### src/rtl/lert_pkg.sv
// types, constants and helpers shared by the longest equal run tracker
// no dependencies
`timescale 1ns / 1ps

package lert_pkg;

    localparam int LEAF_W     = 10;
    localparam int MAX_LEAVES = 1 << LEAF_W;
    localparam int ADDR_W     = LEAF_W + 1;
    localparam int DEPTH      = 2 * MAX_LEAVES;
    localparam int RUN_W      = LEAF_W + 1;
    localparam int CHAR_W     = 8;
    localparam int LVL_W      = $clog2(LEAF_W + 1);
    localparam int NODE_W     = 3 * RUN_W + 2 * CHAR_W;

    typedef struct packed {
        logic [RUN_W-1:0]  lead;
        logic [RUN_W-1:0]  trail;
        logic [RUN_W-1:0]  best;
        logic [CHAR_W-1:0] edge_lo;
        logic [CHAR_W-1:0] edge_hi;
    } node_t;

    // summary of a heap node over an all-zero string of len positions in use
    function automatic node_t clear_node(input logic [ADDR_W-1:0] idx,
                                         input logic [RUN_W-1:0] len);
        int                d;
        logic [ADDR_W-1:0] sh;
        logic [RUN_W-1:0]  lo;
        logic [RUN_W-1:0]  span;
        logic [RUN_W-1:0]  rem;
        logic [RUN_W-1:0]  v;
        node_t             n;
        d = 0;
        for (int i = 0; i < ADDR_W; i++) begin
            if (idx[i]) begin
                d = i;
            end
        end
        sh   = idx << (LEAF_W - d);
        lo   = {1'b0, sh[LEAF_W-1:0]};
        span = RUN_W'(MAX_LEAVES) >> d;
        rem  = len - lo;
        if (len > lo) begin
            v = (rem > span) ? span : rem;
        end else begin
            v = '0;
        end
        n.lead    = v;
        n.trail   = (v == span) ? span : '0;
        n.best    = v;
        n.edge_lo = '0;
        n.edge_hi = '0;
        return n;
    endfunction

endpackage

### src/rtl/lert_join.sv
// merges two child summaries into their parent summary
// depends on lert_pkg
`timescale 1ns / 1ps

module lert_join (
    input  lert_pkg::node_t                a,
    input  lert_pkg::node_t                b,
    input  logic [lert_pkg::RUN_W-1:0]     span,
    output lert_pkg::node_t                p
);

    logic                          same;
    logic [lert_pkg::RUN_W-1:0]    mid;
    logic [lert_pkg::RUN_W-1:0]    big;

    assign same = (a.edge_hi == b.edge_lo);
    assign mid  = a.trail + b.lead;
    assign big  = (a.best > b.best) ? a.best : b.best;

    always_comb begin
        p.edge_lo = a.edge_lo;
        p.edge_hi = b.edge_hi;
        p.best    = (same && mid > big) ? mid : big;
        p.lead    = (same && a.lead == span) ? a.lead + b.lead : a.lead;
        p.trail   = (same && b.trail == span) ? b.trail + a.trail : b.trail;
    end

endmodule

### config.mk
export PLATFORM = sky130hd
export DESIGN_NAME = lert_join
export DESIGN_NICKNAME = d
export VERILOG_FILES = /design/src/rtl/lert_pkg.sv /design/src/rtl/lert_join.sv
export SDC_FILE = /design/constraint.sdc
export NUM_CORES = 1
export LEC_CHECK = 0
export BUFFER_PORTS_ARGS = -buffer_cell sky130_fd_sc_hd__buf_2
export CORE_MARGIN = 10
export CORE_UTILIZATION = 30
export DETAILED_ROUTE_END_ITERATION = 10
export PLACE_DENSITY = 0.53
export SLEW_MARGIN = 20
export SYNTH_ARGS = -nofsm -noshare
export SYNTH_HDL_FRONTEND = slang
export SYNTH_SLANG_ARGS = --single-unit
### constraint.sdc
create_clock -name vclk -period 5.6
set_input_delay 1.12 -clock vclk [all_inputs]
set_output_delay 1.12 -clock vclk [all_outputs]
set_load 0.1 [all_outputs]
## Word-level counts from Yosys, hierarchy flattened

Cells that the tools add are included.

- Bits in registers: 0
- Bits of input ports: 109
- Output and inout port bits: 49
- Word-level logic and storage cells: 15

- Add/sub/neg operators: 3
- $lt $le $gt $ge: 2
- Eq/ne operators: 3
- Muxes and demuxes: 4
- Reduce and logical (&&, ||, !) cells: 3

Operators with widths:

| operator | count |
|---|---|
| 2-to-1 mux 11 bit | 4 |
| adder 11 bit | 3 |
| == test 11 bit | 2 |
| greater-than comparator 11 bit | 2 |
| == test 8 bit | 1 |
| logical AND 1 bit | 3 |

## Depth between registers and ports, before layout

- Depth in word-level cells: 5
- Depth in mapped cells: 17
- Depth with buffers taken out: 16

## Worst setup path before layout

No wires, ideal clock.

- Path kind: input to output
- Start: input a[27] (netlist bit)
- End: output p[17] (netlist bit)
- Data arrival time: 5335 ps
- Data required time: 4480 ps
- Setup slack: -855 ps
- Cell stages on the path: 17
- Path through: ha_1 inv_1 fa_1 nor2b_1 o21a_1 o21ai_0 nor4b_1 nor3_1 inv_1 ha_1 o21ai_0 nor2_1 nor3_1 or3_1 a211oi_2 buf_4 mux2i_1

RTL lines:

| item | line | RTL |
|---|---|---|
| from (decl) | lert_join.sv:6 | `input lert_pkg::node_t a,` |
| to (decl) | lert_join.sv:9 | `output lert_pkg::node_t p` |

==> impl_metrics.json <==
{
  "ys_types": 52,
  "endpoint_kind": "primary output",
  "drv_slew": 0,
  "final_core_utilization_pct": 48.8,
  "cp_slowest_cell": "or3_4",
  "num-nets-final": 704,
  "critPathArrivalTime_ns": 4.48,
  "worstMarginPinSlew_ns": 0.520,
  "grt_setup_unrepaired": "yes",
  "drc": 0,
  "min_to": "p[12]",
  "synthesis.nets": 545,
  "fp-row-count": 36,
  "min_path_type": "in -> out",
  "start_util_pct": 30.4,
  "grt_pass1_vias": 3332,
  "ys_seq_area_share_pct": 0,
  "worst-setup-path-type": "in -> out",
  "clock_buffers": 0,
  "hp-start": "a[12]",
  "min_period_ns": 5.60,
  "die-area_um2": 14200,
  "yosys.area.top_type": "ha_1",
  "grt_util_all_layers_pct": 13.4,
  "grt-ovfl-total": 0,
  "dieHeight_um": 119,
  "drive_gt1_share_pct": 46.8,
  "antenna_found_initial": 0,
  "path_cells": "buf_2 -> ha_1 -> a211oi_2 -> o21bai_1 -> a2111oi_1 -> or3_1 -> xor2_2 -> inv_1 -> ha_1 -> nor2_1 -> or3_4 -> a211oi_4 -> buf_12 -> mux2i_4 -> buf_12",
  "grt_max_degree": 13,
  "power_density_nw_per_um2": 142,
  "syn_to_final_growth_pct": 60.5,
  "max_freq_ghz": 0.179,
  "max_cap_viol_count": 0,
  "nFlopsAndLatches": 0,
  "num_vias": 3289,
  "hold_viol_final": 0,
  "start_kind": "input port",
  "drt_first_pass_iters": 5,
  "die_w_um": 119,
  "numPortBuffers": 126,
  "postSynthAreaPerCell_um2": 7.72,
  "relSlewSlack_pct": 65.1,
  "synthTopCellsByArea": "ha_1 22%, xor2_1 11%, mux2i_1 8.8%",
  "cts_hold_buf": 0,
  "wl_per_cell_um": 15.7,
  "synth_cells": 381,
  "place.gp.congestion": 0.835,
  "core_um2": 9680,
  "p_leak_nw": 2.21,
  "post-route-period-util_pct": 99.9,
  "ant_nets": 0,
  "required_ns": 4.48,
  "setup_viol": 0,
  "synth_warnings": 0,
  "peakVddDrop_uv": 69.7,
  "drtIter0Drc": 143,
  "wirelength_mm": 10.5,
  "fin_cells": 671,
  "status": "completed",
  "cpPeakStageDelay_ns": 0.39,
  "yosysTopAreaCellShare_pct": 22.1,
  "whs_path_depth": 0,
  "dp_hpwl_mm": 9.30,
  "pin_count": 158,
  "vias_per_cell": 4.90,
  "grt_pass1_wl_mm": 16.3,
  "n_antenna_cell": 0,
  "crit_path_max_fanout": 7,
  "seq_area_um2": 0,
  "synth_area_um2": 2940,
  "numPlacedInstances": 666
}
-- worst max-delay path by stage --
stage | startpoint | endpoint | slack, ns | cells past startpoint
2_1_floorplan | a[27] | p[17] | -0.39 | 17
3_3_place_gp | a[27] | p[19] | -0.18 | 18
3_5_place_dp | a[27] | p[19] | -0.23 | 18
4_1_cts | b[26] | p[19] | 0.0008 | 18
5_1_grt | a[28] | p[26] | -0.22 | 15
6_report | a[28] | p[19] | 0.005 | 15
-- repair_timing --
item | in CTS | in global routing
setup endpoints to repair | 11 | 11
buffers inserted | 4 | 1
pin swaps | 20 | 11
gates resized for setup | 20 | 29
-- placed cells by master (no fill, tap or decap), drive strengths merged, types with 2 or more instances in the layout --
cell type	count
o311ai	2
nor4	9
or2	2
nand4	3
a21oi	22
and3	2
mux2	16
and4	2
a221oi	2
a21o	5
o31ai	3
fa	3
o21a	5
nor2b	8
buf	176
a211oi	6
o41ai	2
mux2i	26
xor2	37
or3	5
o21ai	17
nand2	19
a21boi	4
inv	38
ha	52
nor3	10
a2111oi	3
o211ai	3
nor2	21
nand3	11
xnor2	12
-- per-layer routing --
metal | track usage [%] | routed length [um] | up-vias
met4 | 1.07 | 69 | 0
met3 | 1.09 | 361 | 6
met1 | 16.8 | 4620 | 1523
li1 | - | - | 1697
met2 | 25.0 | 5460 | 63
met5 | 0 | 0 | -
-- layout make-up --
type / count / area [um^2]
repair buffers: 176 / 1270
inverters: 38 / 148
multi-input cells: 324 / 3140
fillers: 966 / 4960
well taps: 133 / 166
-- cells by family (layout without fill, tap and decap cells) --
group | Yosys count | count (layout) | share of synthesized area, %
AND/OR/NAND/NOR | 97 | 97 | 17.8
AO/OA/AOI/OAI | 81 | 81 | 18.5
buffers and inverters | 57 | 214 | 9.83
adder cells (fa/ha/maj) | 55 | 55 | 24.2
XOR/XNOR | 49 | 49 | 14.6
multiplexers | 42 | 42 | 15.1
-- critical path: cells and delay by family --
kind            cells  cell delay (ns)
compound gates      4             1.06
simple gates        3             0.63
fa+ha+maj           2             0.61
buf+inv             4             0.59
mux                 1             0.28
xor+xnor            1             0.16
-- synthesized netlist by cell type (4+ instances only) --
| cell type | number |
|---|---|
| xnor2_1 | 12 |
| a21o_1 | 5 |
| mux2i_1 | 26 |
| xor2_1 | 37 |
| nand3_1 | 11 |
| a21oi_1 | 22 |
| nor3_1 | 10 |
| mux2_2 | 10 |
| a21boi_0 | 4 |
| nor2b_1 | 8 |
| buf_4 | 18 |
| ha_1 | 52 |
| o21ai_0 | 16 |
| o21a_1 | 5 |
| nand2_1 | 18 |
| nor2_1 | 20 |
| nor4_1 | 5 |
| inv_1 | 38 |
| a211oi_1 | 5 |
| mux2_1 | 5 |
| nor4_2 | 4 |
| or3_1 | 5 |
-- report_power, final --
part	leakage [nW]	internal [W]	total, W	switching, W
Combinational	2.21	0.000290	0.000673	0.000383
Clock	0	0	0	0
Sequential	0	0	0	0
-- through the flow --
| step | hold slack [ns] | total power (W) | TNS, ns | cell area [um^2] | setup slack, ns |
|---|---|---|---|---|---|
| after floorplan | 2.45 | 0.000458 | -0.419 | 3240 | -0.389 |
| after global placement | 2.24 | 0.000613 | -1.59 | 4430 | -0.183 |
| after detailed placement | 2.24 | 0.000619 | -2.20 | 4430 | -0.233 |
| after CTS | 2.24 | 0.000655 | 0 | 4590 | 0.000831 |
| after global routing | 2.24 | 0.000727 | -2.18 | 4720 | -0.223 |
| final | 2.24 | 0.000673 | 0 | 4720 | 0.00492 |
Note: power is estimated with default switching activity, not from simulation.
