File: config.mk
export PLATFORM = sky130hd
export DESIGN_NAME = lert_ram
export DESIGN_NICKNAME = d
export VERILOG_FILES = /design/src/rtl/lert_ram.sv
export SDC_FILE = /design/constraint.sdc
export NUM_CORES = 1
export LEC_CHECK = 0
export BUFFER_PORTS_ARGS = -buffer_cell sky130_fd_sc_hd__clkbuf_2
export CAP_MARGIN = 5
export CORE_MARGIN = 2
export CORE_UTILIZATION = 49
export DETAILED_ROUTE_END_ITERATION = 8
export PLACE_DENSITY = 0.66
export SYNTH_ARGS = -nofsm -noshare
export SYNTH_HDL_FRONTEND = slang
export SYNTH_SLANG_ARGS = --single-unit
File: constraint.sdc
create_clock -name aclk -period 2.5 [get_ports aclk]
set_input_delay 0.375 -clock aclk [delete_from_list [all_inputs] [get_ports aclk]]
set_output_delay 0.375 -clock aclk [all_outputs]
set_load 0.02 [all_outputs]
File: src/rtl/lert_ram.sv
// generic simple dual-port ram, one write and one registered read port
// no dependencies
`timescale 1ns / 1ps

module lert_ram #(
    parameter int WIDTH = 8,
    parameter int DEPTH = 16
) (
    input  logic                     aclk,
    input  logic                     wr_en,
    input  logic [$clog2(DEPTH)-1:0] wr_addr,
    input  logic [WIDTH-1:0]         wr_data,
    input  logic [$clog2(DEPTH)-1:0] rd_addr,
    output logic [WIDTH-1:0]         rd_data
);

    logic [WIDTH-1:0] mem [DEPTH];

    always_ff @(posedge aclk) begin
        if (wr_en) begin
            mem[wr_addr] <= wr_data;
        end
        rd_data <= mem[rd_addr];
    end

endmodule

After elaboration in Yosys (flattened, before gate mapping). Memory sizes are Yosys's and may differ from the RTL's. A register that Yosys moved wholly into a read port is not among the register bits. Cells that the tools add are included.

Register bits: 0. Bits in writable memories: 128. Input port bits: 18. Output and inout bits: 8. Logic and storage cells: 3. Memories: 1.

Memories: mem (depth 16, width 8, rd ports 1, clocked after Yosys merged registers in 1, wr ports 1, RTL line 17) `logic [WIDTH-1:0] mem [DEPTH];`.

Multiplexer cells: 2.

Operator list (number): 1-bit 2-to-1 mux (2).

Depth between registers and ports, before layout. Gate-level depths: netlist (run 1).

Word-level depth: 2. Depth in mapped cells: 5. Gate-level depth less buffers: 3.

Least setup slack after synthesis (run 1). No wires, ideal clock.

Kind: input to register. Start point: input port wr_addr[2]. End point: memory mem[0][0], enable pin. Setup time: 383 ps. Arrival: 1485 ps. Path slack: 632 ps. Cell stages on the path: 2. Buffers on the path: 0. Path through: or3b_2 > nor3_1.

RTL lines: from (decl) (RTL line 11) `input logic [$clog2(DEPTH)-1:0] wr_addr,`; to (decl) (RTL line 17).

Straight into the memory's write port.

Worst setup path after layout (run 1).
Start point: input port wr_addr[2]. End point: memory mem[2][3], enable pin.

Straight into the memory's write port.

==> impl_metrics.csv, run 1 <==
group,metric,value,unit
clocking,clock_sink_count,136,
grt,grt_use_met2,28.3,%
min_path,hold_class,"in2reg",
placed_design,dpl.hpwl,6540,µm
timing,grt_setup_unrepaired,"no",
floorplanning,core-area,0.0103,mm²
timing,report.final.slew_viol_count,0,
floorplanning,ios,26,
clocking,postCtsHoldBufs,0,
timing,clock-skew-final,8.54,ps
grt,met3_layer_usage_reported_by_global_route,5.40,%
synth,syn-num-nets,247,
clocking,clk_latency,510,ps
critical_path,worstRegToRegCells,3,
synth,ys.warnings.count,0,
job,max_cap_violations,0,
routing,route.vias.total,2486,
floorplanning,chipWidth,106,µm
grt,most_used_layer_global_route,"met2",
timing,slew_headroom,39.1,%
synth,synth_top_cell_by_area,"edfxtp_1",
critical_path,cp.required,2630,ps
grt,grt_usage,19.1,%
layout,area_added_between_synthesis_and_finish,19.0,%
critical_path,crit-reg2reg-capture,"rd_data[2]$_DFF_P_",
critical_path,critical_r2r_launch,"mem[9][2]$_DFFE_PP_",
timing,finalHoldViolations,0,
grt,grt_first_pass_wirelength,15000,µm
layout,post_route_cells_drive_above_1_share,33.1,%
critical_path,path_max_fanout,8,
grt,grt-ovfl-total,0,
layout,fillerInstances,770,
synth,netlist_instances,229,
min_path,hold_path.startpoint,"wr_data[7]",
synth,synth-edff-count,128,
clocking,clock_tree_root_driver_cell,"clkbuf_8",
floorplanning,die_h,106,µm
critical_path,criticalPathCategory,"in2reg",
power,power.density,839,mW/mm²
min_path,hold_end,"mem[2][7]$_DFFE_PP_",
power,power.leakage,2.11,nW
synth,async_reset_ff_share,0,%
timing,post-route-period-util,64.1,%
synth,synthDistinctLibCells,19,
grt,largest_net_degree_at_the_start_of_global_routing,25,
routing,post_drt_wl_per_cell,22.9,µm
timing,fmaxAchievable,0.624,GHz
layout,finish.cell_count_without_fillers,438,
synth,synthesis.area_per_instance,22.5,µm²
timing,final.setup.tns,0,ps
grt,grt_antenna_before_repair,0,
floorplanning,dieArea,0.0113,mm²
routing,route.detailed.drc,0,
routing,post_detailed_route_via_to_cell_ratio,5.68,
timing,fin_crit,1600,ps
routing,drt_iter0_drc,186,
placed_design,place.gp.congestion,0.757,
floorplanning,initial_utilization,50.1,%
timing,fin_worst_hold_slack,302,ps
synth,ys_seq_area_share,77.8,%
clocking,cts_post_setup_buffers_inserted,0,
synth,yosys_reg_bits,136,
critical_path,timing.critical_path.to_type,"register",
critical_path,rrSetupSlack,1080,ps
clocking,clk_path_buf_depth,2,
clocking,cts.repair.resized,0,
critical_path,timing.critical_path.arrival,1730,ps
grt,first_global_vias,2556,
grt,globalRouteMet1Util,27.2,%
synth,most_used_flip_flop_cell_after_synthesis,"edfxtp_1",
routing,final_antenna_net_count,0,
routing,first_pass_iters,4,
clocking,cts_made_buffers,17,
routing,wirelength_routed,10100,µm
min_path,worstHoldPathCells,1,
synth,syn_area,0.00515,mm²
status,run_status,"complete, no violations",
power,power.ir.vdd_worst,0.000547,V
clocking,clock_tree.htree_level_count,4,
placed_design,buffer_ports.inserted,25,
layout,num-nets-final,307,
placed_design,placed_cells,406,
synth,synth_commonest_cells,"128 x edfxtp_1, 18 x mux4_2, 16 x a22oi_1",
timing,finalSetupViolCount,0,
critical_path,start_kind,"input port",
floorplanning,fp-row-count,37,
clocking,cts.reportedPaths.clkPinSlew,60,ps
timing,worst-slew-pin-transition,910,ps
synth,synthTopCellsByArea,"edfxtp_1 75%, mux4_2 7.9%, mux4_1 7.1%",
clocking,tritoncts_clock_tree,"built",
synth,synth_most_common_cell,"edfxtp_1",
layout,antenna_cells_inserted,0,
synth,synthDominantCellAreaShare,74.7,%
cells by family after synthesis:
logic type	count (synthesis)	synth area share [%]
compound gates	16	2.33
buf+inv	10	1.68
flops	136	77.8
mux	32	15.0
simple gates	35	3.18
stage by stage:
stage / power (mW) / utilization [%] / setup WS [ps] / area [µm²]
2_1_floorplan: 2.76 / - / 632 / 5150
3_3_place_gp: 2.87 / 54.1 / 416 / 5560
3_5_place_dp: 2.87 / 54.1 / 398 / 5560
4_1_cts: 5.18 / 59.6 / 927 / 6130
5_1_grt: 5.29 / 59.6 / 866 / 6130
6_report: 5.14 / 59.6 / 898 / 6130
layout by cell type, fill, tap and decap left out:
cell	instances
nor2b_1	1
a22oi_1	16
clkinvlp_4	4
edfxtp_1	128
buf_4	25
clkbuf_2	25
and2_1	1
bufinv_16	2
nor2_1	13
clkinv_2	4
clkbuf_1	2
nand2_1	9
nor3_1	4
clkbuf_16	16
and2b_1	1
clkinv_4	2
nand3_1	1
nand3b_1	2
clkbuf_8	2
nand2b_1	2
buf_12	1
dfxtp_1	8
mux4_1	14
or3b_2	1
mux4_2	18
critical path, cell delays in order:
cell and delay, ps:
clkbuf_2 100, or3b_2 530, nor2_1 720
worst max-delay path by stage:
stage	depth (start not counted)	from	slack, ps	to
final	3	wr_addr[2]	900	mem[2][3]$_DFFE_PP_
after global routing	3	wr_addr[2]	870	mem[2][6]$_DFFE_PP_
after CTS	3	wr_addr[2]	930	mem[2][5]$_DFFE_PP_
after detailed placement	3	wr_addr[2]	400	mem[2][0]$_DFFE_PP_
after global placement	3	wr_addr[2]	420	mem[2][4]$_DFFE_PP_
after floorplan	2	wr_addr[2]	630	mem[0][0]$_DFFE_PP_
area by class of cell:
class / instances / area (µm²) / share of cell area, %
Clock inverter: 12 / 128 / 2.08
Sequential cell: 136 / 4000 / 65.3
Tap cell: 136 / 170 / 2.78
Clock buffer: 20 / 435 / 7.11
Timing Repair Buffer: 51 / 333 / 5.43
Multi-Input combinational cell: 83 / 1060 / 17.3
power breakdown:
group	total, mW	internal (mW)	switching, mW	leakage, nW
Clock	2.32	1.44	0.879	0.267
Sequential	2.57	2.55	0.0198	1.22
Combinational	0.254	0.103	0.151	0.616
Total	5.14	4.09	1.05	2.11
sequential cells by signal, indices dropped and copies added, names as in the netlist:
| name | cells |
|---|---|
| rd_data | 8 |
| mem | 128 |
routing by layer:
| metal | vias up | wire [µm] | share of wire [%] |
|---|---|---|---|
| met2 | 87 | 4660 | 46 |
| met1 | 1298 | 4700 | 47 |
| met5 | - | 0 | 0 |
| met4 | 0 | 95 | 0.95 |
| met3 | 7 | 593 | 5.9 |
| li1 | 1094 | - | - |
Power figures use the tool's default switching activity.
==> inputs of run 2 (changes only) <==
--- a/config.mk
+++ b/config.mk
@@ -5,12 +5,13 @@
 export SDC_FILE = /design/constraint.sdc
 export NUM_CORES = 1
 export LEC_CHECK = 0
+export ABC_AREA = 1
 export BUFFER_PORTS_ARGS = -buffer_cell sky130_fd_sc_hd__clkbuf_2
 export CAP_MARGIN = 5
 export CORE_MARGIN = 2
 export CORE_UTILIZATION = 49
 export DETAILED_ROUTE_END_ITERATION = 8
-export PLACE_DENSITY = 0.66
+export PLACE_DENSITY = 0.68
 export SYNTH_ARGS = -nofsm -noshare
 export SYNTH_HDL_FRONTEND = slang
 export SYNTH_SLANG_ARGS = --single-unit
==> constraint.sdc (replaced) <==
create_clock -name aclk -period 1.35 [get_ports aclk]
set_input_delay 0.2025 -clock aclk [delete_from_list [all_inputs] [get_ports aclk]]
set_output_delay 0.2025 -clock aclk [all_outputs]
set_load 0.02 [all_outputs]
==> run 2 against run 1 <==
Effect of this change:
- total power increased by 99%
- hold slack got worse by 65 ps
- register-to-register slack got worse by 730 ps
- sequential power increased by 85%
- critical path depth decreased by 2
- combinational power increased by 140%
- critical path type is now reg2out
- highest routed layer unchanged
==> impl_metrics.csv, run 2 <==
group,metric,value,unit
status,run_status,"complete, no violations",
clocking,clock_tree.htree_level_count,4,
timing,post-route-worst-setup-slack,152,ps
timing,fin_crit,1200,ps
critical_path,cp_slowest_cell,"dfxtp_1",
clocking,tritoncts_clock_tree,"built",
power,power.leakage,2.98,nW
critical_path,crit-reg2reg-capture,"rd_data[4]$_DFF_P_",
min_path,hold_path.startpoint,"wr_data[2]",
power,netSwitchingPower,2.21,mW
grt,grt_first_pass_wirelength,20200,µm
timing,finalSetupViolCount,0,
critical_path,path_cells,"clkbuf_2",
critical_path,criticalPathCategory,"reg2out",
grt,grt-ovfl-total,0,
routing,route.vias.total,3901,
grt,grt_usage,21.3,%
routing,post_detailed_route_via_to_cell_ratio,5.17,
layout,layout_commonest_cell,"nand2_1",
placed_design,dpl.hpwl,7880,µm
synth,synth-edff-count,128,
synth,syn-num-nets,569,
critical_path,critical_path_buf_inv_count,1,
floorplanning,ios,26,
critical_path,worstRegToRegCells,6,
critical_path,rrSetupSlack,350,ps
layout,max_reg_flops,128,
timing,report.final.slew_viol_count,0,
synth,netlist_instances,551,
power,sequentialPowerShare,46.5,%
synth,synthTopCellsByArea,"edfxtp_1 67%, nand2_1 11%, nand3_1 8.4%",
critical_path,start_kind,"register",
timing,fin_worst_hold_slack,237,ps
grt,first_global_vias,3882,
synth,synthDominantCellAreaShare,66.7,%
timing,grt_setup_unrepaired,"no",
routing,final_antenna_net_count,0,
timing,post-route-period-util,88.8,%
clocking,clock_sink_count,136,
timing,worst-slew-pin-transition,391,ps
placed_design,buffer_ports.inserted,25,
layout,area_added_between_synthesis_and_finish,17.8,%
layout,antenna_cells_inserted,0,
power,power.density,1510,mW/mm²
timing,slew_headroom,73.9,%
min_path,worstHoldPathCells,1,
clocking,postCtsHoldBufs,0,
layout,post_route_cells_drive_above_1_share,14.1,%
routing,wirelength_routed,12800,µm
critical_path,cp.required,1150,ps
placed_design,place.gp.congestion,0.859,
routing,post_drt_wl_per_cell,16.9,µm
synth,synthDistinctLibCells,12,
timing,clock-skew-final,8.79,ps
min_path,hold_end,"mem[4][2]$_DFFE_PP_",
floorplanning,die_h,112,µm
timing,finalHoldViolations,0,
floorplanning,initial_utilization,50.3,%
critical_path,path_max_fanout,1,
layout,layout_common_cells,"173 x nand2_1, 128 x edfxtp_1, 100 x inv_1, 97 x nand3_1, 25 x clkbuf_2",
synth,synth_commonest_cells,"173 x nand2_1, 128 x edfxtp_1, 100 x inv_1",
layout,top_regs,"mem (128), rd_data (8)",
floorplanning,core-area,0.0115,mm²
synth,ys_seq_area_share,69.4,%
critical_path,critical_r2r_launch,"mem[5][4]$_DFFE_PP_",
clocking,clock_tree_root_driver_cell,"clkbuf_16",
critical_path,timing.critical_path.arrival,1000,ps
power,comb_power_share,6.0,%
synth,ys.warnings.count,0,
layout,num-nets-final,617,
routing,route.detailed.drc,0,
synth,syn_area,0.00577,mm²
routing,drt_iter0_drc,298,
critical_path,timing.critical_path.to_type,"primary output",
synth,synthesis.area_per_instance,10.5,µm²
clocking,cts.reportedPaths.clkPinSlew,60,ps
power,swShare,21.6,%
clocking,cts_post_setup_buffers_inserted,0,
clocking,cts_made_buffers,17,
critical_path,max_stage_delay,380,ps
clocking,clk_latency,420,ps
synth,most_used_flip_flop_cell_after_synthesis,"edfxtp_1",
min_path,hold_class,"in2reg",
layout,largest_register,"mem",
grt,largest_net_degree_at_the_start_of_global_routing,65,
routing,first_pass_iters,5,
timing,fmaxAchievable,0.835,GHz
power,share_clk_of_total_power,47.4,%
floorplanning,fp-row-count,39,
power,power.ir.vdd_worst,0.000762,V
clocking,clk_path_buf_depth,2,
job,max_cap_violations,0,
synth,async_reset_ff_share,0,%
critical_path,cpLargestDelayFamily,"flip-flops",
floorplanning,chipWidth,112,µm
synth,yosys_reg_bits,136,
floorplanning,dieArea,0.0127,mm²
synth,synth_top_cell_by_area,"edfxtp_1",
placed_design,pre_cts_setup_slack,78.2,ps
grt,grt_antenna_before_repair,0,
power,internal-power,8.01,mW
synth,synth_most_common_cell,"nand2_1",
timing,final.setup.tns,0,ps
clocking,cts.repair.resized,0,
run 2: changes by cell type after synthesis, sizes merged, moves of 16 or more:
cell,before,now
a22oi,16,0
nand3,1,97
inv,0,102
nand2,9,173
buf,7,24
mux4,32,0
run 2: logic make-up after synthesis:
group	share of synthesized area [%]
DFF	69.4
and+or+nand+nor	21.0
buffers and inverters	9.52
run 2: layout make-up:
type                       instances  area [µm²]
fill                             926        4670
inverter                         102         383
clock buffer                      18         429
multi-input combinational        289        1210
timing repair buffer              53         385
tap                              143         179
sequential                       136        4000
clock inverter                    14         200
run 2: stage by stage:
stage                     instance area, µm²  util, %  total power, mW  cells
after global placement                  6160     53.8             5.45    723
after CTS                               6790     59.2             10.3    755
after floorplan                         5770        -             5.20    551
after global routing                    6790     59.2             10.5    755
after detailed placement                6160     53.8             5.46    723
final                                   6790     59.2             10.2    755
run 2: worst max-delay path by stage:
stage,to,cells past startpoint,start,slack [ps]
floorplan,mem[10][0]$_DFFE_PP_,2,wr_addr[2],200
global placement,rd_data[3]$_DFF_P_,7,rd_addr[0],80
detailed placement,rd_data[3]$_DFF_P_,7,rd_addr[0],80
CTS,rd_data[5],1,rd_data[5]$_DFF_P_,140
global route,rd_data[3],1,rd_data[3]$_DFF_P_,140
finish,rd_data[5],1,rd_data[5]$_DFF_P_,150
run 2: per-layer routing:
metal | share of wire [%] | vias up | GRT usage [%]
li1 | - | 1868 | -
met1 | 42 | 1834 | 27.9
met2 | 48 | 177 | 34.6
met3 | 7.6 | 22 | 5.02
met4 | 2.1 | 0 | 8.86
met5 | 0 | - | 0
run 2: power groups by stage:
stage / clock (mW) / sequential, mW / combinational (mW)
2_1_floorplan: 0 / 4.87 / 0.333
3_5_place_dp: 0 / 4.85 / 0.616
4_1_cts: 4.90 / 4.76 / 0.623
5_1_grt: 5.08 / 4.76 / 0.685
3_3_place_gp: 0 / 4.84 / 0.605
6_report: 4.85 / 4.76 / 0.618
==> inputs of run 3 (changes only) <==
--- a/config.mk
+++ b/config.mk
@@ -10,6 +10,7 @@
 export CAP_MARGIN = 5
 export CORE_MARGIN = 2
 export CORE_UTILIZATION = 49
+export CTS_BUF_LIST = sky130_fd_sc_hd__clkbuf_8
 export DETAILED_ROUTE_END_ITERATION = 8
 export PLACE_DENSITY = 0.68
 export SYNTH_ARGS = -nofsm -noshare
==> run 3 against run 2 <==
Effect of this change:
- register-to-register slack got worse by 20 ps
- worst setup slack got worse by 25 ps
- maximum frequency decreased by 2.1%
- clock power decreased by 25%
- core utilization decreased by 1.7 points
- sequential power about the same
==> impl_metrics.csv, run 3 (synthesis results as in run 2) <==
group,metric,value,unit
status,run_status,"complete, no violations",
power,power.ir.vdd_worst,0.000751,V
routing,post_detailed_route_via_to_cell_ratio,5.10,
grt,grt_usage,21.1,%
clocking,clk_latency,440,ps
critical_path,timing.critical_path.arrival,1020,ps
placed_design,pre_cts_setup_slack,78.2,ps
timing,fmaxAchievable,0.817,GHz
power,share_clk_of_total_power,40.2,%
critical_path,cpLargestDelayFamily,"flip-flops",
floorplanning,ios,26,
critical_path,start_kind,"register",
timing,fin_crit,1220,ps
clocking,postCtsHoldBufs,0,
grt,grt_first_pass_wirelength,20000,µm
routing,route.detailed.drc,0,
timing,worst-slew-pin-transition,400,ps
routing,first_pass_iters,4,
clocking,clock_tree.htree_level_count,4,
timing,final.setup.tns,0,ps
critical_path,worstRegToRegCells,6,
layout,multi_input_comb_area,0.00121,mm²
floorplanning,dieArea,0.0127,mm²
critical_path,timing.critical_path.to_type,"primary output",
clocking,cts_made_buffers,17,
grt,largest_net_degree_at_the_start_of_global_routing,65,
timing,clock-skew-final,9.35,ps
critical_path,criticalPathCategory,"reg2out",
floorplanning,chipWidth,112,µm
routing,wirelength_routed,12600,µm
clocking,cts.repair.resized,0,
clocking,clock_sink_count,136,
layout,top_regs,"mem (128), rd_data (8)",
clocking,cts.reportedPaths.clkPinSlew,80,ps
routing,drt_iter0_drc,257,
layout,area_added_between_synthesis_and_finish,14.5,%
power,internal-power,6.92,mW
routing,post_drt_wl_per_cell,16.7,µm
floorplanning,initial_utilization,50.3,%
grt,grt-ovfl-total,0,
floorplanning,die_h,112,µm
timing,finalHoldViolations,0,
power,comb_power_share,6.9,%
floorplanning,core-area,0.0115,mm²
layout,largest_register,"mem",
layout,post_route_cells_drive_above_1_share,14.1,%
critical_path,cp.required,1150,ps
timing,finalSetupViolCount,0,
job,max_cap_violations,0,
timing,post-route-worst-setup-slack,127,ps
critical_path,path_max_fanout,1,
timing,slew_headroom,73.3,%
critical_path,crit_cells,1,
layout,antenna_cells_inserted,0,
timing,report.final.slew_viol_count,0,
layout,area.sequential,0.00400,mm²
clocking,clock_tree_root_driver_cell,"clkbuf_8",
critical_path,cp_slowest_cell,"dfxtp_1",
layout,max_reg_flops,128,
placed_design,place.gp.congestion,0.859,
routing,route.vias.total,3851,
timing,post-route-period-util,90.6,%
critical_path,critical_path_buf_inv_count,1,
layout,layout_common_cells,"173 x nand2_1, 128 x edfxtp_1, 101 x inv_1, 97 x nand3_1, 25 x clkbuf_2",
grt,first_global_vias,3817,
min_path,worstHoldPathCells,1,
floorplanning,fp-row-count,39,
power,netSwitchingPower,2.06,mW
layout,layout_commonest_cell,"nand2_1",
layout,num-nets-final,617,
routing,final_antenna_net_count,0,
min_path,hold_class,"in2reg",
grt,grt_antenna_before_repair,0,
critical_path,path_cells,"clkbuf_2",
critical_path,max_stage_delay,390,ps
clocking,cts_post_setup_buffers_inserted,0,
placed_design,buffer_ports.inserted,25,
clocking,clk_path_buf_depth,2,
power,sequentialPowerShare,52.9,%
placed_design,dpl.hpwl,7880,µm
timing,grt_setup_unrepaired,"no",
clocking,tritoncts_clock_tree,"built",
layout,fillerInstances,959,
power,power.density,1360,mW/mm²
power,swShare,22.9,%
power,power.leakage,2.90,nW
run 3: cell types whose count changed in the layout (fill, tap and decap cells not counted), sizes merged:
cell / delta
inv: +1
clkbuf: -1
run 3: path summary, 6_finish.rpt:
check	slack, ps	end	from
setup / recovery	130	rd_data[3]	rd_data[3]$_DFF_P_
hold / removal	210	mem[4][2]$_DFFE_PP_	wr_data[2]
hold reg to reg	670	rd_data[6]$_DFF_P_	mem[10][6]$_DFFE_PP_
setup reg to reg	330	rd_data[3]$_DFF_P_	mem[12][3]$_DFFE_PP_
run 3: cell type report:
type | instances | area share, %
timing repair buffer | 53 | 5.84
tap | 143 | 2.71
inverter | 102 | 5.80
sequential | 136 | 60.6
clock buffer | 17 | 3.54
clock inverter | 15 | 3.09
multi-input combinational | 289 | 18.4
run 3: power by group through the flow:
stage	Sequential, mW	Combinational [mW]	Clock (mW)
after floorplan	4.87	0.333	0
after global placement	4.84	0.605	0
after detailed placement	4.85	0.616	0
after CTS	4.75	0.621	3.65
after global routing	4.76	0.685	3.82
final	4.75	0.618	3.62
run 3: layer usage:
metal	GRT usage (%)	vias to the layer above	wire [µm]
met5	0	-	0
met4	8.21	0	210
met3	5.40	18	769
met2	34.0	167	6120
met1	27.9	1796	5540
li1	-	1870	-
run 3: metrics by stage:
stage	area, µm²	utilization (%)	power, mW	hold slack (ps)	std cells
6_report	6600	57.6	8.98	214	755
5_1_grt	6600	57.6	9.26	220	755
4_1_cts	6600	57.6	9.02	197	755
3_5_place_dp	6160	53.8	5.46	619	723
3_3_place_gp	6160	53.8	5.45	618	723
2_1_floorplan	5770	-	5.20	301	551
